**config.mk**
```make
export PLATFORM = sky130hd
export DESIGN_NAME = speed_pi_controller_antiwindup_core
export DESIGN_NICKNAME = d
export VERILOG_FILES = /design/src/rtl/core/spdpi_pkg.sv /design/src/rtl/core/speed_pi_controller_antiwindup_core.sv
export VERILOG_INCLUDE_DIRS = /design/src /design/src/rtl/core
export SDC_FILE = /design/constraint.sdc
export NUM_CORES = 1
export LEC_CHECK = 0
export BUFFER_PORTS_ARGS = -buffer_cell sky130_fd_sc_hd__clkbuf_2
export CORE_MARGIN = 2
export CORE_UTILIZATION = 59
export DETAILED_ROUTE_END_ITERATION = 7
export PLACE_DENSITY = 0.8
export RECOVER_POWER = 25
export SLEW_MARGIN = 40
export SYNTH_ARGS = -nofsm -noshare
export SYNTH_HDL_FRONTEND = slang
export SYNTH_SLANG_ARGS = --single-unit
```
**constraint.sdc**
```tcl
create_clock -name clk_i -period 15.2 [get_ports clk_i]
set_input_delay 1.52 -clock clk_i [delete_from_list [all_inputs] [get_ports clk_i]]
set_output_delay 1.52 -clock clk_i [all_outputs]
set_load 0.01 [all_outputs]
```
**src/rtl/core/speed_pi_controller_antiwindup_core_macros.svh**
```systemverilog
// Assertion macros for the speed PI controller core.
`ifndef SPEED_PI_CONTROLLER_ANTIWINDUP_CORE_MACROS_SVH
`define SPEED_PI_CONTROLLER_ANTIWINDUP_CORE_MACROS_SVH

// Same-cycle implication, disabled while reset is asserted.
`define SPDPI_ASSERT_NOW(lbl, clk, rst_n, ante, cons, msg) \
  lbl: assert property (@(posedge clk) disable iff (!rst_n) (ante) |-> (cons)) else $error(msg);

// Next-cycle implication, disabled while reset is asserted.
`define SPDPI_ASSERT_NEXT(lbl, clk, rst_n, ante, cons, msg) \
  lbl: assert property (@(posedge clk) disable iff (!rst_n) (ante) |=> (cons)) else $error(msg);

`endif

```
**src/rtl/core/spdpi_pkg.sv**
```systemverilog
// Package: register map, reset values and limits of the speed PI controller.
package spdpi_pkg;

  typedef enum logic [1:0] {
    REG_PROP_GAIN    = 2'd0,
    REG_INTEG_GAIN   = 2'd1,
    REG_TARGET_LIMIT = 2'd2
  } reg_idx_e;

  localparam int GAIN_W  = 12;
  localparam int LIMIT_W = 15;
  localparam int INTEG_W = 14;
  localparam int DRIVE_W = 11;
  localparam int SPEED_W = 16;

  localparam int INTEG_MAX   = 8000;
  localparam int OUT_MAX     = 1000;
  localparam int STILL_SPEED = 5;

  localparam logic [GAIN_W-1:0]  PROP_GAIN_RST    = 12'd512;
  localparam logic [GAIN_W-1:0]  INTEG_GAIN_RST   = 12'd26;
  localparam logic [LIMIT_W-1:0] TARGET_LIMIT_RST = 15'd300;

endpackage

```
**src/rtl/core/speed_pi_controller_antiwindup_core.sv**
```systemverilog
// Speed PI controller with target clamp and integrator clamp (anti-windup).
// An accepted input beat passes through the input register, then the result
// register; throughput one beat per cycle while the result channel is not stalled.
// The integrator is updated in the single cycle that moves an item into the
// result register, so each item sees the integrator left by the one before.
// Reset clears the integrator and valids and loads the default gains and limit.
`include "speed_pi_controller_antiwindup_core_macros.svh"

module speed_pi_controller_antiwindup_core (
  input  logic        clk_i,
  input  logic        rst_ni,
  // input channel
  input  logic        in_valid_i,
  output logic        in_stall_o,
  input  logic signed [15:0] target_command_i,
  input  logic signed [15:0] measured_speed_i,
  // result channel
  output logic        out_valid_o,
  input  logic        out_stall_i,
  output logic signed [10:0] drive_value_o,
  // configuration port
  input  logic        psel,
  input  logic        penable,
  input  logic        pwrite,
  input  logic [3:0]  paddr,
  input  logic [31:0] pwdata,
  output logic [31:0] prdata,
  output logic        pready
);

  // ---------------------------------------------------------------- config
  logic [11:0] prop_gain_q;
  logic [11:0] integ_gain_q;
  logic [14:0] target_limit_q;
  logic        cfg_wr;
  logic [1:0]  cfg_idx;

  assign pready  = 1'b1;
  assign cfg_idx = paddr[3:2];
  assign cfg_wr  = psel & penable & pwrite & pready;

  always_ff @(posedge clk_i or negedge rst_ni) begin
    if (!rst_ni) begin
      prop_gain_q    <= spdpi_pkg::PROP_GAIN_RST;
      integ_gain_q   <= spdpi_pkg::INTEG_GAIN_RST;
      target_limit_q <= spdpi_pkg::TARGET_LIMIT_RST;
    end else if (cfg_wr) begin
      unique case (cfg_idx)
        spdpi_pkg::REG_PROP_GAIN:    prop_gain_q    <= pwdata[11:0];
        spdpi_pkg::REG_INTEG_GAIN:   integ_gain_q   <= pwdata[11:0];
        spdpi_pkg::REG_TARGET_LIMIT: target_limit_q <= pwdata[14:0];
        default: ;
      endcase
    end
  end

  always_comb begin
    unique case (cfg_idx)
      spdpi_pkg::REG_PROP_GAIN:    prdata = {20'd0, prop_gain_q};
      spdpi_pkg::REG_INTEG_GAIN:   prdata = {20'd0, integ_gain_q};
      spdpi_pkg::REG_TARGET_LIMIT: prdata = {17'd0, target_limit_q};
      default:                     prdata = 32'd0;
    endcase
  end

  // ---------------------------------------------------------- input stage
  logic               in_vld_q;
  logic signed [15:0] target_q;
  logic signed [15:0] meas_q;
  logic               adv;
  logic               in_take;

  // advance into the result register when it is empty or being drained
  assign adv        = !out_valid_o || !out_stall_i;
  assign in_stall_o = in_vld_q && !adv;
  assign in_take    = in_valid_i && !in_stall_o;

  always_ff @(posedge clk_i or negedge rst_ni) begin
    if (!rst_ni) begin
      in_vld_q <= 1'b0;
    end else if (adv || !in_vld_q) begin
      in_vld_q <= in_valid_i;
    end
  end

  always_ff @(posedge clk_i) begin
    if (in_take) begin
      target_q <= target_command_i;
      meas_q   <= measured_speed_i;
    end
  end

  // ------------------------------------------------------------- datapath
  logic signed [16:0] tgt_ext;
  logic signed [16:0] lim_pos;
  logic signed [16:0] lim_neg;
  logic signed [16:0] tgt_clamp;
  logic signed [16:0] cur;
  logic signed [16:0] err;
  logic signed [17:0] acc_sum;
  logic signed [13:0] acc_clamp;
  logic               still;
  logic signed [13:0] integ_q;
  logic signed [13:0] integ_d;
  logic signed [29:0] prod_p;
  logic signed [26:0] prod_i;
  logic signed [30:0] pid_sum;
  logic signed [22:0] pid_shr;
  logic signed [10:0] drive_d;
  logic signed [10:0] drive_q;
  logic               out_vld_q;

  always_comb begin
    tgt_ext = {target_q[15], target_q};
    lim_pos = $signed({2'b00, target_limit_q});
    lim_neg = -lim_pos;
    tgt_clamp = tgt_ext;
    if (target_limit_q != 15'd0) begin
      if (tgt_ext > lim_pos) begin
        tgt_clamp = lim_pos;
      end else if (tgt_ext < lim_neg) begin
        tgt_clamp = lim_neg;
      end
    end

    // current speed is the negated measurement; full width keeps +32768
    cur = -$signed({meas_q[15], meas_q});
    err = tgt_clamp - cur;

    acc_sum = {{4{integ_q[13]}}, integ_q} + {err[16], err};
    if (acc_sum > spdpi_pkg::INTEG_MAX) begin
      acc_clamp = 14'(spdpi_pkg::INTEG_MAX);
    end else if (acc_sum < -spdpi_pkg::INTEG_MAX) begin
      acc_clamp = 14'(-spdpi_pkg::INTEG_MAX);
    end else begin
      acc_clamp = acc_sum[13:0];
    end

    // drop the integrator at standstill with zero target
    still = (tgt_clamp == 17'sd0) && (cur < spdpi_pkg::STILL_SPEED)
            && (cur > -spdpi_pkg::STILL_SPEED);
    integ_d = still ? 14'sd0 : acc_clamp;

    prod_p  = 30'($signed({1'b0, prop_gain_q})) * 30'(err);
    prod_i  = 27'($signed({1'b0, integ_gain_q})) * 27'(integ_d);
    pid_sum = {prod_p[29], prod_p} + {{4{prod_i[26]}}, prod_i};
    pid_shr = pid_sum[30:8];   // arithmetic shift by 8 rounds towards minus infinity

    if (pid_shr > spdpi_pkg::OUT_MAX) begin
      drive_d = 11'(spdpi_pkg::OUT_MAX);
    end else if (pid_shr < -spdpi_pkg::OUT_MAX) begin
      drive_d = 11'(-spdpi_pkg::OUT_MAX);
    end else begin
      drive_d = pid_shr[10:0];
    end
  end

  always_ff @(posedge clk_i or negedge rst_ni) begin
    if (!rst_ni) begin
      integ_q   <= 14'sd0;
      out_vld_q <= 1'b0;
    end else if (adv) begin
      out_vld_q <= in_vld_q;
      if (in_vld_q) begin
        integ_q <= integ_d;
      end
    end
  end

  always_ff @(posedge clk_i) begin
    if (adv && in_vld_q) begin
      drive_q <= drive_d;
    end
  end

  assign out_valid_o   = out_vld_q;
  assign drive_value_o = drive_q;

  // ----------------------------------------------------------- assertions
  `SPDPI_ASSERT_NOW(a_integ_range, clk_i, rst_ni, 1'b1, (integ_q <= 14'sd8000) && (integ_q >= -14'sd8000), "integrator outside clamp")
  `SPDPI_ASSERT_NOW(a_drive_range, clk_i, rst_ni, out_vld_q, (drive_q <= 11'sd1000) && (drive_q >= -11'sd1000), "drive value outside clamp")
  `SPDPI_ASSERT_NEXT(a_integ_hold, clk_i, rst_ni, !(adv && in_vld_q), $stable(integ_q), "integrator moved without an item")
  `SPDPI_ASSERT_NOW(a_stall_cause, clk_i, rst_ni, in_stall_o, out_vld_q && out_stall_i && in_vld_q, "input stalled without a full pipe")

endmodule
```
==> impl_metrics.json, run 1 <==
{
  "status": "complete, but fails checks",
  "violations": "design-rule violations, max-capacitance violations, max-slew violations, negative setup slack",
  "worst_slack_ns": -0.0650,
  "worstSetupEndpointType": "flop",
  "cts.htree.levels": 3,
  "wire_per_inst_um": 19.8,
  "dr_total_vias": 20900,
  "period_needed_ns": 15.26,
  "rsz0062_at_grt": "yes",
  "yosys_warnings": 0,
  "numCtsBuffers": 9,
  "tightest_slew_ns": 2.45,
  "postSynthCellCount": 2718,
  "worstPathArrival_ns": 15.39,
  "route.detailed.drc": 1,
  "grt_pass1_vias": 22600,
  "cts-root-buf": "clkbuf_16",
  "fillCellCount": 2953,
  "core-area_sq_um": 40600,
  "maxSlewViolCount": 43,
  "synthFlopType": "dfrtp_1",
  "required_ns": 15.32,
  "hold_class": "reg -> reg",
  "nets": 3765,
  "io_pins": 121,
  "clk_path_buf_depth": 2,
  "cts.sinks": 98,
  "clk_latency_ns": 0.39,
  "io_buffers": 83,
  "finalClockSkew_ns": 0.0212,
  "async_flop_share_pct": 56.1,
  "cp-start-kind": "flop",
  "layoutNonFillerInstCount": 3623,
  "initial_utilization_pct": 59.5,
  "avgSynthCellArea_sq_um": 8.88,
  "cts_tree": "built",
  "overflow": 0,
  "vias_per_cell": 5.76,
  "period_share_pct": 100,
  "fp.dieH_um": 206,
  "dp_slack_ns": -0.902,
  "slew_headroom_pct": -63.5,
  "route.antenna.remaining_nets": 0,
  "routed_wirelength_um": 71600,
  "detail_route.first_pass.iterations": 8,
  "num_rows": 74,
  "dieArea_sq_um": 42500,
  "grt_max_degree": 56,
  "max_freq_ghz": 0.0655,
  "drv_cap": 1,
  "drt-initial-drc-count": 1639,
  "grt_antenna_before_repair": 2,
  "hold_buffers": 0,
  "grt_use_total_pct": 35.0,
  "grt_first_pass_wirelength_um": 115000,
  "path_max_fanout": 5,
  "synth-edff-count": 43,
  "synth_cell_types": 94,
  "final-setup-viol-count": 4,
  "clkTransAtPathRegs_ns": 0.07,
  "dpl.hpwl_um": 59100,
  "ys_seq_area_share_pct": 11.1,
  "slowest_delay_ns": 0.54,
  "drive_above_1_share_pct": 22.6,
  "synth-seq-cells": 98,
  "finalSetupTns_ns": -0.119,
  "slowest_stage": "or4_4",
  "dieWidth_um": 206,
  "netlist_area_sq_um": 24100,
  "syn_to_final_growth_pct": 19.9,
  "worstSetupPathType": "reg -> reg",
  "finalHoldViolCount": 0,
  "place_congestion": 0.989,
  "dp.cells": 3574
}
[critical path, delay by kind of cell (launching register included)]
kind,cells,cell delay [ns]
AOI/OAI and AO/OA,25,4.12
xor gates and xnor gates,4,0.45
adders and majority gates,12,4.83
buffers and inverters,16,1.79
DFF,1,0.40
muxes,1,0.08
and+or+nand+nor,18,3.32
[path summary, 6_finish.rpt]
kind                                     to  cells after the start              start  slack [ns]
max                        drive_value_o[3]                     76  target_limit_q[0]       -0.06
min                             integ_q[10]                      2        integ_q[10]        0.50
max reg2reg                drive_value_o[3]                     76  target_limit_q[0]       -0.06
min reg2reg                     integ_q[10]                      2        integ_q[10]        0.50
max in group asynchronous        integ_q[4]                      3             rst_ni       11.09
min in group asynchronous       out_valid_o                      2             rst_ni        1.31
[cells in the mapped netlist, types with 40 or more instances]
cell | n | area share (%)
dfrtp_1 | 47 | 4.9
ha_1 | 181 | 9.4
xnor2_1 | 53 | 1.9
nand2_1 | 283 | 4.4
nand3_1 | 40 | 0.83
o21ai_0 | 102 | 2.1
inv_1 | 567 | 8.8
and2_1 | 200 | 5.2
fa_1 | 424 | 35
clkbuf_1 | 98 | 1.5
edfxtp_1 | 43 | 5.4
nor2_1 | 83 | 1.3
a21oi_1 | 81 | 1.7
[cell families after synthesis]
family                   after synthesis  synth area share (%)
AO/OA/AOI/OAI                        377                  10.3
other                                  2                0.0311
adder cells (fa/ha/maj)              605                  44.6
buffers and inverters                693                  11.1
multiplexers                          52                  2.33
XOR/XNOR                              80                  2.97
flip-flops                            98                  11.1
AND/OR/NAND/NOR                      811                  17.6
[final cells by class]
class | instances | area [sq um] | share of cell area (%)
Timing Repair Buffer | 465 | 3370 | 11.7
Tap cell | 532 | 666 | 2.30
Multi-Input combinational cell | 1943 | 19800 | 68.3
Clock inverter | 6 | 71.3 | 0.247
Antenna cell | 1 | 2.50 | 0.00865
Inverter | 568 | 2130 | 7.37
Sequential cell | 98 | 2680 | 9.26
Clock buffer | 10 | 239 | 0.826
[routing by layer]
| metal | GRT usage (%) | up-vias | share of wire, % |
|---|---|---|---|
| li1 | - | 9304 | - |
| met1 | 41.9 | 10300 | 37 |
| met2 | 59.8 | 949 | 50 |
| met3 | 8.39 | 305 | 8.2 |
| met4 | 16.1 | 2 | 5.0 |
| met5 | 0 | - | 0.018 |
[stage by stage]
step | hold slack (ns) | area, sq um | util [%]
global route | 0.518 | 28900 | 71.3
global placement | 0.469 | 27400 | 67.6
finish | 0.496 | 28900 | 71.3
detailed placement | 0.476 | 27400 | 67.7
floorplan | 0.455 | 24200 | -
CTS | 0.495 | 28100 | 69.2
[sequential cells by signal, summed over array words and instances, names as in the netlist]
signal          flops
target_limit_q     15
target_q           16
drive_value_o      11
prop_gain_q        12
out_valid_o         1
meas_q             16
in_vld_q            1
integ_q            14
integ_gain_q       12
[repair_timing]
item,4_1_cts,5_1_grt
endpoints found under the setup margin,11,11
pin swaps,32,134
cloned,0,1
setup buffers,8,23
endpoints found under the hold margin,0,0
gates resized for setup,62,149
[cell usage in the layout (no fill, tap or decap), types with 9 or more instances in the layout]
master	synthesis	final
clkbuf_16	0	9
mux2_2	31	31
o21ai_1	5	18
clkbuf_2	0	82
fa_2	0	10
o21ai_2	2	9
xnor2_1	53	47
a21oi_2	0	24
o21a_1	15	14
o21ai_0	102	81
inv_2	1	15
nand2b_1	17	13
mux2i_1	20	20
nor2_1	83	74
buf_4	18	359
nor3_1	34	27
ha_4	0	13
a21o_1	39	39
ha_1	181	167
a211oi_1	11	9
and2_1	200	196
buf_6	1	17
o211ai_1	11	11
o21bai_1	9	9
edfxtp_1	43	43
and3_1	26	24
xor2_1	25	25
nand4_1	25	25
dfrtp_1	47	47
inv_1	567	553
fa_1	424	414
nand3_1	40	38
a21oi_1	81	50
nor2b_1	32	26
nand2_1	283	279
or3_1	10	10
conb_1	2	18
o31ai_1	14	13
Power of run 1 is left out: the tool's default activity adds up to more than one toggle a clock period on the data nets, which glitch-free logic cannot reach.
==> run 2: changes to the inputs <==
--- a/config.mk
+++ b/config.mk
@@ -6,7 +6,7 @@
 export SDC_FILE = /design/constraint.sdc
 export NUM_CORES = 1
 export LEC_CHECK = 0
-export BUFFER_PORTS_ARGS = -buffer_cell sky130_fd_sc_hd__clkbuf_2
+export BUFFER_PORTS_ARGS = -buffer_cell sky130_fd_sc_hd__buf_2
 export CORE_MARGIN = 2
 export CORE_UTILIZATION = 59
 export DETAILED_ROUTE_END_ITERATION = 7
==> constraint.sdc (replaced) <==
create_clock -name clk_i -period 12.47 [get_ports clk_i]
set_input_delay 1.247 -clock clk_i [delete_from_list [all_inputs] [get_ports clk_i]]
set_output_delay 1.247 -clock clk_i [all_outputs]
set_load 0.01 [all_outputs]
==> impl_metrics.json, run 2 (synthesis results as in run 1) <==
{
  "status": "complete, but fails checks",
  "violations": "max-capacitance violations, max-slew violations, negative setup slack",
  "num_rows": 74,
  "dr_total_vias": 21600,
  "setup.worst_path.end": "drive_value_o[3]",
  "wire_per_inst_um": 20.2,
  "grt_pass1_vias": 23400,
  "gr-usage-met2_pct": 65.7,
  "reg2reg_from": "target_limit_q[0]",
  "slew_headroom_pct": -65.9,
  "nets": 3922,
  "fp.dieH_um": 206,
  "cts-root-buf": "clkbuf_16",
  "cp_common_cell": "a21oi_2",
  "slowest_stage": "fa_1",
  "rsz0062_at_grt": "yes",
  "place_area_sq_um": 28900,
  "routed_wirelength_um": 76300,
  "grt_first_pass_wirelength_um": 121000,
  "cts.htree.levels": 3,
  "dieWidth_um": 206,
  "final-setup-viol-count": 11,
  "required_ns": 12.60,
  "core-area_sq_um": 40600,
  "reg2reg_to": "drive_value_o[3]",
  "dieArea_sq_um": 42500,
  "drv_cap": 1,
  "period_share_pct": 120,
  "layout_common_cells": "553 x inv_1, 515 x buf_4, 414 x fa_1, 264 x nand2_1, 195 x and2_1",
  "vias_per_cell": 5.71,
  "cts_tree": "built",
  "worstPathArrival_ns": 15.04,
  "worst_slack_ns": -2.44,
  "clk_latency_ns": 0.38,
  "grt_use_total_pct": 37.5,
  "io_pins": 121,
  "tightest_slew_ns": 2.49,
  "detail_route.first_pass.iterations": 6,
  "cp-startpoint": "target_limit_q[0]",
  "io_buffers": 83,
  "cts.sinks": 98,
  "overflow": 0,
  "whs_ns": 0.497,
  "finalClockSkew_ns": 0.0142,
  "grt_max_degree": 56,
  "syn_to_final_growth_pct": 25.4,
  "dpl.hpwl_um": 64200,
  "finalHoldViolCount": 0,
  "worstSetupPathType": "reg -> reg",
  "r2r_cells": 72,
  "use_met3_pct": 8.10,
  "mostFrequentLayoutCell": "inv_1",
  "diodes": 0,
  "grt_busiest_layer": "met2",
  "grt_antenna_before_repair": 1,
  "final_cell_area_sq_um": 30200,
  "max_freq_ghz": 0.0671,
  "hold_buffers": 0,
  "period_needed_ns": 14.91,
  "reg_top3": "meas_q x16, target_q x16, target_limit_q x15",
  "numCtsBuffers": 9,
  "initial_utilization_pct": 59.5,
  "final_util_pct": 74.6,
  "hold_class": "reg -> reg",
  "slowest_delay_ns": 0.57,
  "drive_above_1_share_pct": 27.0,
  "drt-initial-drc-count": 1527,
  "clkTransAtPathRegs_ns": 0.08,
  "regToRegSetupSlack_ns": -2.44,
  "route.detailed.drc": 0,
  "route.antenna.remaining_nets": 0,
  "worstSetupEndpointType": "flop",
  "place_congestion": 0.978,
  "clk_path_buf_depth": 2,
  "path_max_fanout": 6,
  "cp-start-kind": "flop",
  "gr-usage-met1_pct": 43.8,
  "maxSlewViolCount": 43
}
run 2: changes by cell type in the layout (fill, tap and decap cells not counted), moves of 3 or more:
cell,previous run,this run
xnor2_2,7,10
o21ai_1,18,13
nand2_1,279,264
nor2_2,8,4
a21oi_2,24,21
buf_4,359,515
clkbuf_2,82,0
nor2_4,1,7
buf_2,1,83
ha_1,167,163
nand2_2,1,16
ha_4,13,16
run 2: layout make-up:
| type | count | area (sq um) |
|---|---|---|
| Clock buffer | 11 | 264 |
| Clock inverter | 5 | 48.8 |
| Fill cell | 2852 | 10300 |
| Inverter | 568 | 2140 |
| Multi-Input combinational cell | 1943 | 19900 |
| Sequential cell | 98 | 2680 |
| Tap cell | 532 | 666 |
| Timing Repair Buffer | 622 | 4580 |
run 2: routing by layer:
metal / part of all wire, % / vias to the layer above
li1: - / 9606
met1: 38 / 10700
met2: 50 / 957
met3: 7.3 / 280
met4: 5.1 / 2
met5: 0.017 / -
run 2: critical path: cells and delay by family, from the launching register on:
| kind | cells | cell delay, ns |
|---|---|---|
| AOI/OAI and AO/OA | 22 | 3.55 |
| DFF | 1 | 0.39 |
| xor gates and xnor gates | 4 | 0.64 |
| adders and majority gates | 13 | 4.93 |
| and+or+nand+nor | 22 | 4.00 |
| muxes | 2 | 0.28 |
| buffers and inverters | 9 | 0.84 |
run 2: through the flow:
stage,setup slack [ns],std cells,setup TNS [ns]
2_1_floorplan,-1.87,2734,-17.50
3_3_place_gp,-2.16,3721,-22.44
3_5_place_dp,-2.57,3721,-26.92
4_1_cts,-2.09,3760,-21.79
5_1_grt,-3.08,3779,-32.35
6_report,-2.44,3779,-25.50
run 2: how the worst min path moves through the flow:
stage                     start  cells past startpoint     endpoint  slack (ns)
finish                 in_vld_q                      1  out_valid_o        0.50
global placement       in_vld_q                      1  out_valid_o        0.47
floorplan           integ_q[10]                      2  integ_q[10]        0.46
detailed placement     in_vld_q                      1  out_valid_o        0.48
global route        integ_q[11]                      2  integ_q[11]        0.52
CTS                  integ_q[8]                      2   integ_q[8]        0.50
run 2: what timing repair did:
| action | 4_1_cts | 5_1_grt |
|---|---|---|
| pin swaps | 30 | 36 |
| setup buffers | 24 | 19 |
| gates cloned | 0 | 0 |
| setup endpoints to repair | 11 | 11 |
| resized for setup | 79 | 69 |
Power of run 2 is left out for the same reason.
==> run 3: changes to the inputs <==
--- a/config.mk
+++ b/config.mk
@@ -10,7 +10,7 @@
 export CORE_MARGIN = 2
 export CORE_UTILIZATION = 59
 export DETAILED_ROUTE_END_ITERATION = 7
-export PLACE_DENSITY = 0.8
+export PLACE_DENSITY = 0.91
 export RECOVER_POWER = 25
 export SLEW_MARGIN = 40
 export SYNTH_ARGS = -nofsm -noshare
==> impl_metrics.json, run 3 <==
{
  "avgSynthCellArea_sq_um": 8.88,
  "synthFlopType": "dfrtp_1",
  "cts.sinks": 98,
  "clk_path_buf_depth": 2,
  "status": "aborted with a tool error",
  "dp.cells": 3695,
  "synth-seq-cells": 98,
  "grt_pass1_vias": 30700,
  "synth_compound_area_share_pct": 10.3,
  "hold_buffers": 0,
  "cts.htree.levels": 3,
  "synth_most_common_cell": "inv_1",
  "initial_utilization_pct": 59.5,
  "synth_fa_ha_area_share_pct": 44.6,
  "grt_first_pass_wirelength_um": 190000,
  "fp.dieH_um": 206,
  "grt_use_total_pct": 62.0,
  "dp_slack_ns": -3.11,
  "num_rows": 74,
  "error": "[ERROR GRT-0116] Global routing finished with congestion. Check the congestion regions in the DRC Viewer.",
  "synth_top_family_by_area": "adder cells",
  "postSynthCellCount": 2718,
  "cts-root-buf": "clkbuf_16",
  "synthMuxAreaShare_pct": 2.33,
  "place_congestion": 1.20,
  "numCtsBuffers": 9,
  "synth_top_cell_by_area": "fa_1",
  "dieWidth_um": 206,
  "overflow": 58,
  "synth-simple-area-share_pct": 17.6,
  "synth_top_area_share_pct": 35.2,
  "ys_seq_area_share_pct": 11.1,
  "grt_max_degree": 56,
  "yosys_warnings": 0,
  "io_buffers": 83,
  "stop_stage": "5_1_grt",
  "yosys-top-cells-area": "fa_1 35%, ha_1 9.4%, inv_1 8.8%",
  "async_flop_share_pct": 56.1,
  "synthXorXnorAreaFrac_pct": 2.97,
  "dpl.hpwl_um": 69200,
  "synth_cell_types": 94,
  "synth-edff-count": 43,
  "synth_common_cells": "567 x inv_1, 424 x fa_1, 283 x nand2_1, 200 x and2_1, 181 x ha_1",
  "io_pins": 121,
  "netlist_area_sq_um": 24100
}
-- run 3: cell counts after synthesis --
Identical to the previous run, type by type.
-- run 3: cell families after synthesis --
logic type	Yosys count
other	2
AOI/OAI and AO/OA	377
and+or+nand+nor	811
muxes	52
adders and majority gates	605
DFF	98
buffers and inverters	693
xor gates and xnor gates	80
-- run 3: timing repair --
action | CTS
endpoints found under the setup margin | 11
gates cloned | 1
pin swaps | 83
endpoints found under the hold margin | 0
resized for setup | 97
setup buffers | 45
-- run 3: metrics by stage --
stage | util (%) | instance area [sq um] | hold WS [ns] | TNS, ns
after floorplan | - | 24700 | 0.455 | -17.50
after CTS | 73.6 | 29800 | 0.502 | -25.79
after detailed placement | 70.8 | 28700 | 0.483 | -32.31
after global placement | 70.8 | 28700 | 0.473 | -19.04
-- run 3: per-layer routing --
metal	overflow	GRT usage [%]
met4	28	57.5
met1	1	61.9
met5	0	22.0
met3	0	49.2
met2	29	78.1
==> run 4: changes to the inputs <==
--- a/config.mk
+++ b/config.mk
@@ -8,9 +8,9 @@
 export LEC_CHECK = 0
 export BUFFER_PORTS_ARGS = -buffer_cell sky130_fd_sc_hd__buf_2
 export CORE_MARGIN = 2
-export CORE_UTILIZATION = 59
+export CORE_UTILIZATION = 40
 export DETAILED_ROUTE_END_ITERATION = 7
-export PLACE_DENSITY = 0.91
+export PLACE_DENSITY_LB_ADDON = 0.15
 export RECOVER_POWER = 25
 export SLEW_MARGIN = 40
 export SYNTH_ARGS = -nofsm -noshare
==> constraint.sdc (replaced) <==
create_clock -name clk_i -period 16.2 [get_ports clk_i]
set_input_delay 1.62 -clock clk_i [delete_from_list [all_inputs] [get_ports clk_i]]
set_output_delay 1.62 -clock clk_i [all_outputs]
set_load 0.01 [all_outputs]
==> impl_metrics.json, run 4 (synthesis results as in run 1) <==
{
  "grt_antenna_before_repair": 0,
  "cts-root-buf": "clkbuf_16",
  "required_ns": 16.34,
  "clkTransAtPathRegs_ns": 0.08,
  "drv_cap": 1,
  "hold_buffers": 0,
  "place_congestion": 0.935,
  "drt-initial-drc-count": 1102,
  "tightest_slew_ns": 3.28,
  "slowest_delay_ns": 0.58,
  "routed_wirelength_um": 72700,
  "cts.sinks": 98,
  "drive_above_1_share_pct": 16.7,
  "detail_route.first_pass.iterations": 5,
  "final-setup-viol-count": 0,
  "vias_per_cell": 5.20,
  "cp-start-kind": "flop",
  "grt_pass1_vias": 21000,
  "clk_latency_ns": 0.39,
  "num_rows": 90,
  "diodes": 0,
  "dpl.hpwl_um": 62800,
  "period_needed_ns": 15.48,
  "numCtsBuffers": 9,
  "mostFrequentLayoutCell": "inv_1",
  "hold_class": "reg -> reg",
  "fillCellCount": 5903,
  "overflow": 0,
  "path_max_fanout": 7,
  "worstSetupPathType": "reg -> reg",
  "layout_common_cells": "567 x inv_1, 421 x fa_1, 282 x nand2_1, 259 x buf_4, 200 x and2_1",
  "grt_max_degree": 56,
  "violations": "max-capacitance violations, max-slew violations",
  "slowest_stage": "fa_1",
  "initial_utilization_pct": 40.2,
  "clk_path_buf_depth": 2,
  "syn_to_final_growth_pct": 15.0,
  "finalHoldViolCount": 0,
  "grt_first_pass_wirelength_um": 117000,
  "cts_tree": "built",
  "worstPathArrival_ns": 15.62,
  "wire_per_inst_um": 19.4,
  "grt_use_total_pct": 24.2,
  "route.antenna.remaining_nets": 0,
  "top_layer": "met4",
  "maxSlewViolCount": 56,
  "dieWidth_um": 250,
  "met3_length_um": 3210,
  "finalSetupTns_ns": 0,
  "dieArea_sq_um": 62300,
  "reg_top3": "meas_q x16, target_q x16, target_limit_q x15",
  "io_pins": 121,
  "core-area_sq_um": 60000,
  "dr_total_vias": 19500,
  "nets": 3646,
  "period_share_pct": 95.5,
  "slew_headroom_pct": -119,
  "worstSetupEndpointType": "flop",
  "fp.dieH_um": 250,
  "status": "complete, but fails checks",
  "finalClockSkew_ns": 0.00867,
  "max_freq_ghz": 0.0646,
  "met2_length_um": 35600,
  "wl_met1_um": 32000,
  "cts.htree.levels": 3,
  "route.detailed.drc": 0,
  "io_buffers": 83,
  "cp_common_cell": "buf_4"
}
## run 4: area by class of cell
type	count	area (sq um)	share of cell area (%)
Sequential cell	98	2680	9.65
Clock inverter	4	56.3	0.203
Clock buffer	12	258	0.929
Inverter	568	2130	7.68
Multi-Input combinational cell	1943	19300	69.4
Timing Repair Buffer	346	2400	8.65
Tap cell	782	978	3.53
## run 4: metal layers
layer / track usage [%] / vias up
met4: 5.44 / 0
met1: 32.6 / 9889
met3: 2.94 / 111
met2: 41.8 / 463
met5: 0 / -
li1: - / 9047
## run 4: path summary, 6_finish.rpt
kind                            cells past startpoint              start          endpoint  slack, ns
max in group asynchronous                           2             rst_ni        integ_q[6]      11.92
worst max register to register                     71  target_limit_q[1]  drive_value_o[3]       0.72
worst max-delay path                               71  target_limit_q[1]  drive_value_o[3]       0.72
worst min-delay path                                2         integ_q[8]        integ_q[8]       0.49
worst min register to register                      2         integ_q[8]        integ_q[8]       0.49
min in group asynchronous                           2             rst_ni       out_valid_o       2.42
## run 4: repair_timing
action	4_1_cts	5_1_grt
setup buffers	0	5
hold endpoints to repair	0	0
endpoints found under the setup margin	10	11
resized for setup	5	83
pin swaps	0	29
## run 4: stage by stage
| step | hold WS (ns) | instances | utilization [%] | cell area, sq um | setup WS (ns) |
|---|---|---|---|---|---|
| detailed placement | 0.475 | 3732 | 45.0 | 27000 | -0.197 |
| floorplan | 0.455 | 2734 | - | 24200 | 0.494 |
| CTS | 0.495 | 3748 | 45.6 | 27400 | 0.0525 |
| global route | 0.533 | 3753 | 46.2 | 27800 | -0.0480 |
| finish | 0.492 | 3753 | 46.2 | 27800 | 0.723 |
| global placement | 0.471 | 3731 | 44.9 | 27000 | -0.223 |
## run 4: worst max-delay path, delay by kind of cell (launching register included)
| kind | cells | cell delay [ns] |
|---|---|---|
| muxes | 1 | 0.17 |
| xor gates and xnor gates | 4 | 0.58 |
| buffers and inverters | 13 | 1.75 |
| DFF | 1 | 0.39 |
| AOI/OAI and AO/OA | 27 | 4.58 |
| and+or+nand+nor | 14 | 2.75 |
| adders and majority gates | 12 | 4.99 |
Power of run 4 is left out for the same reason.
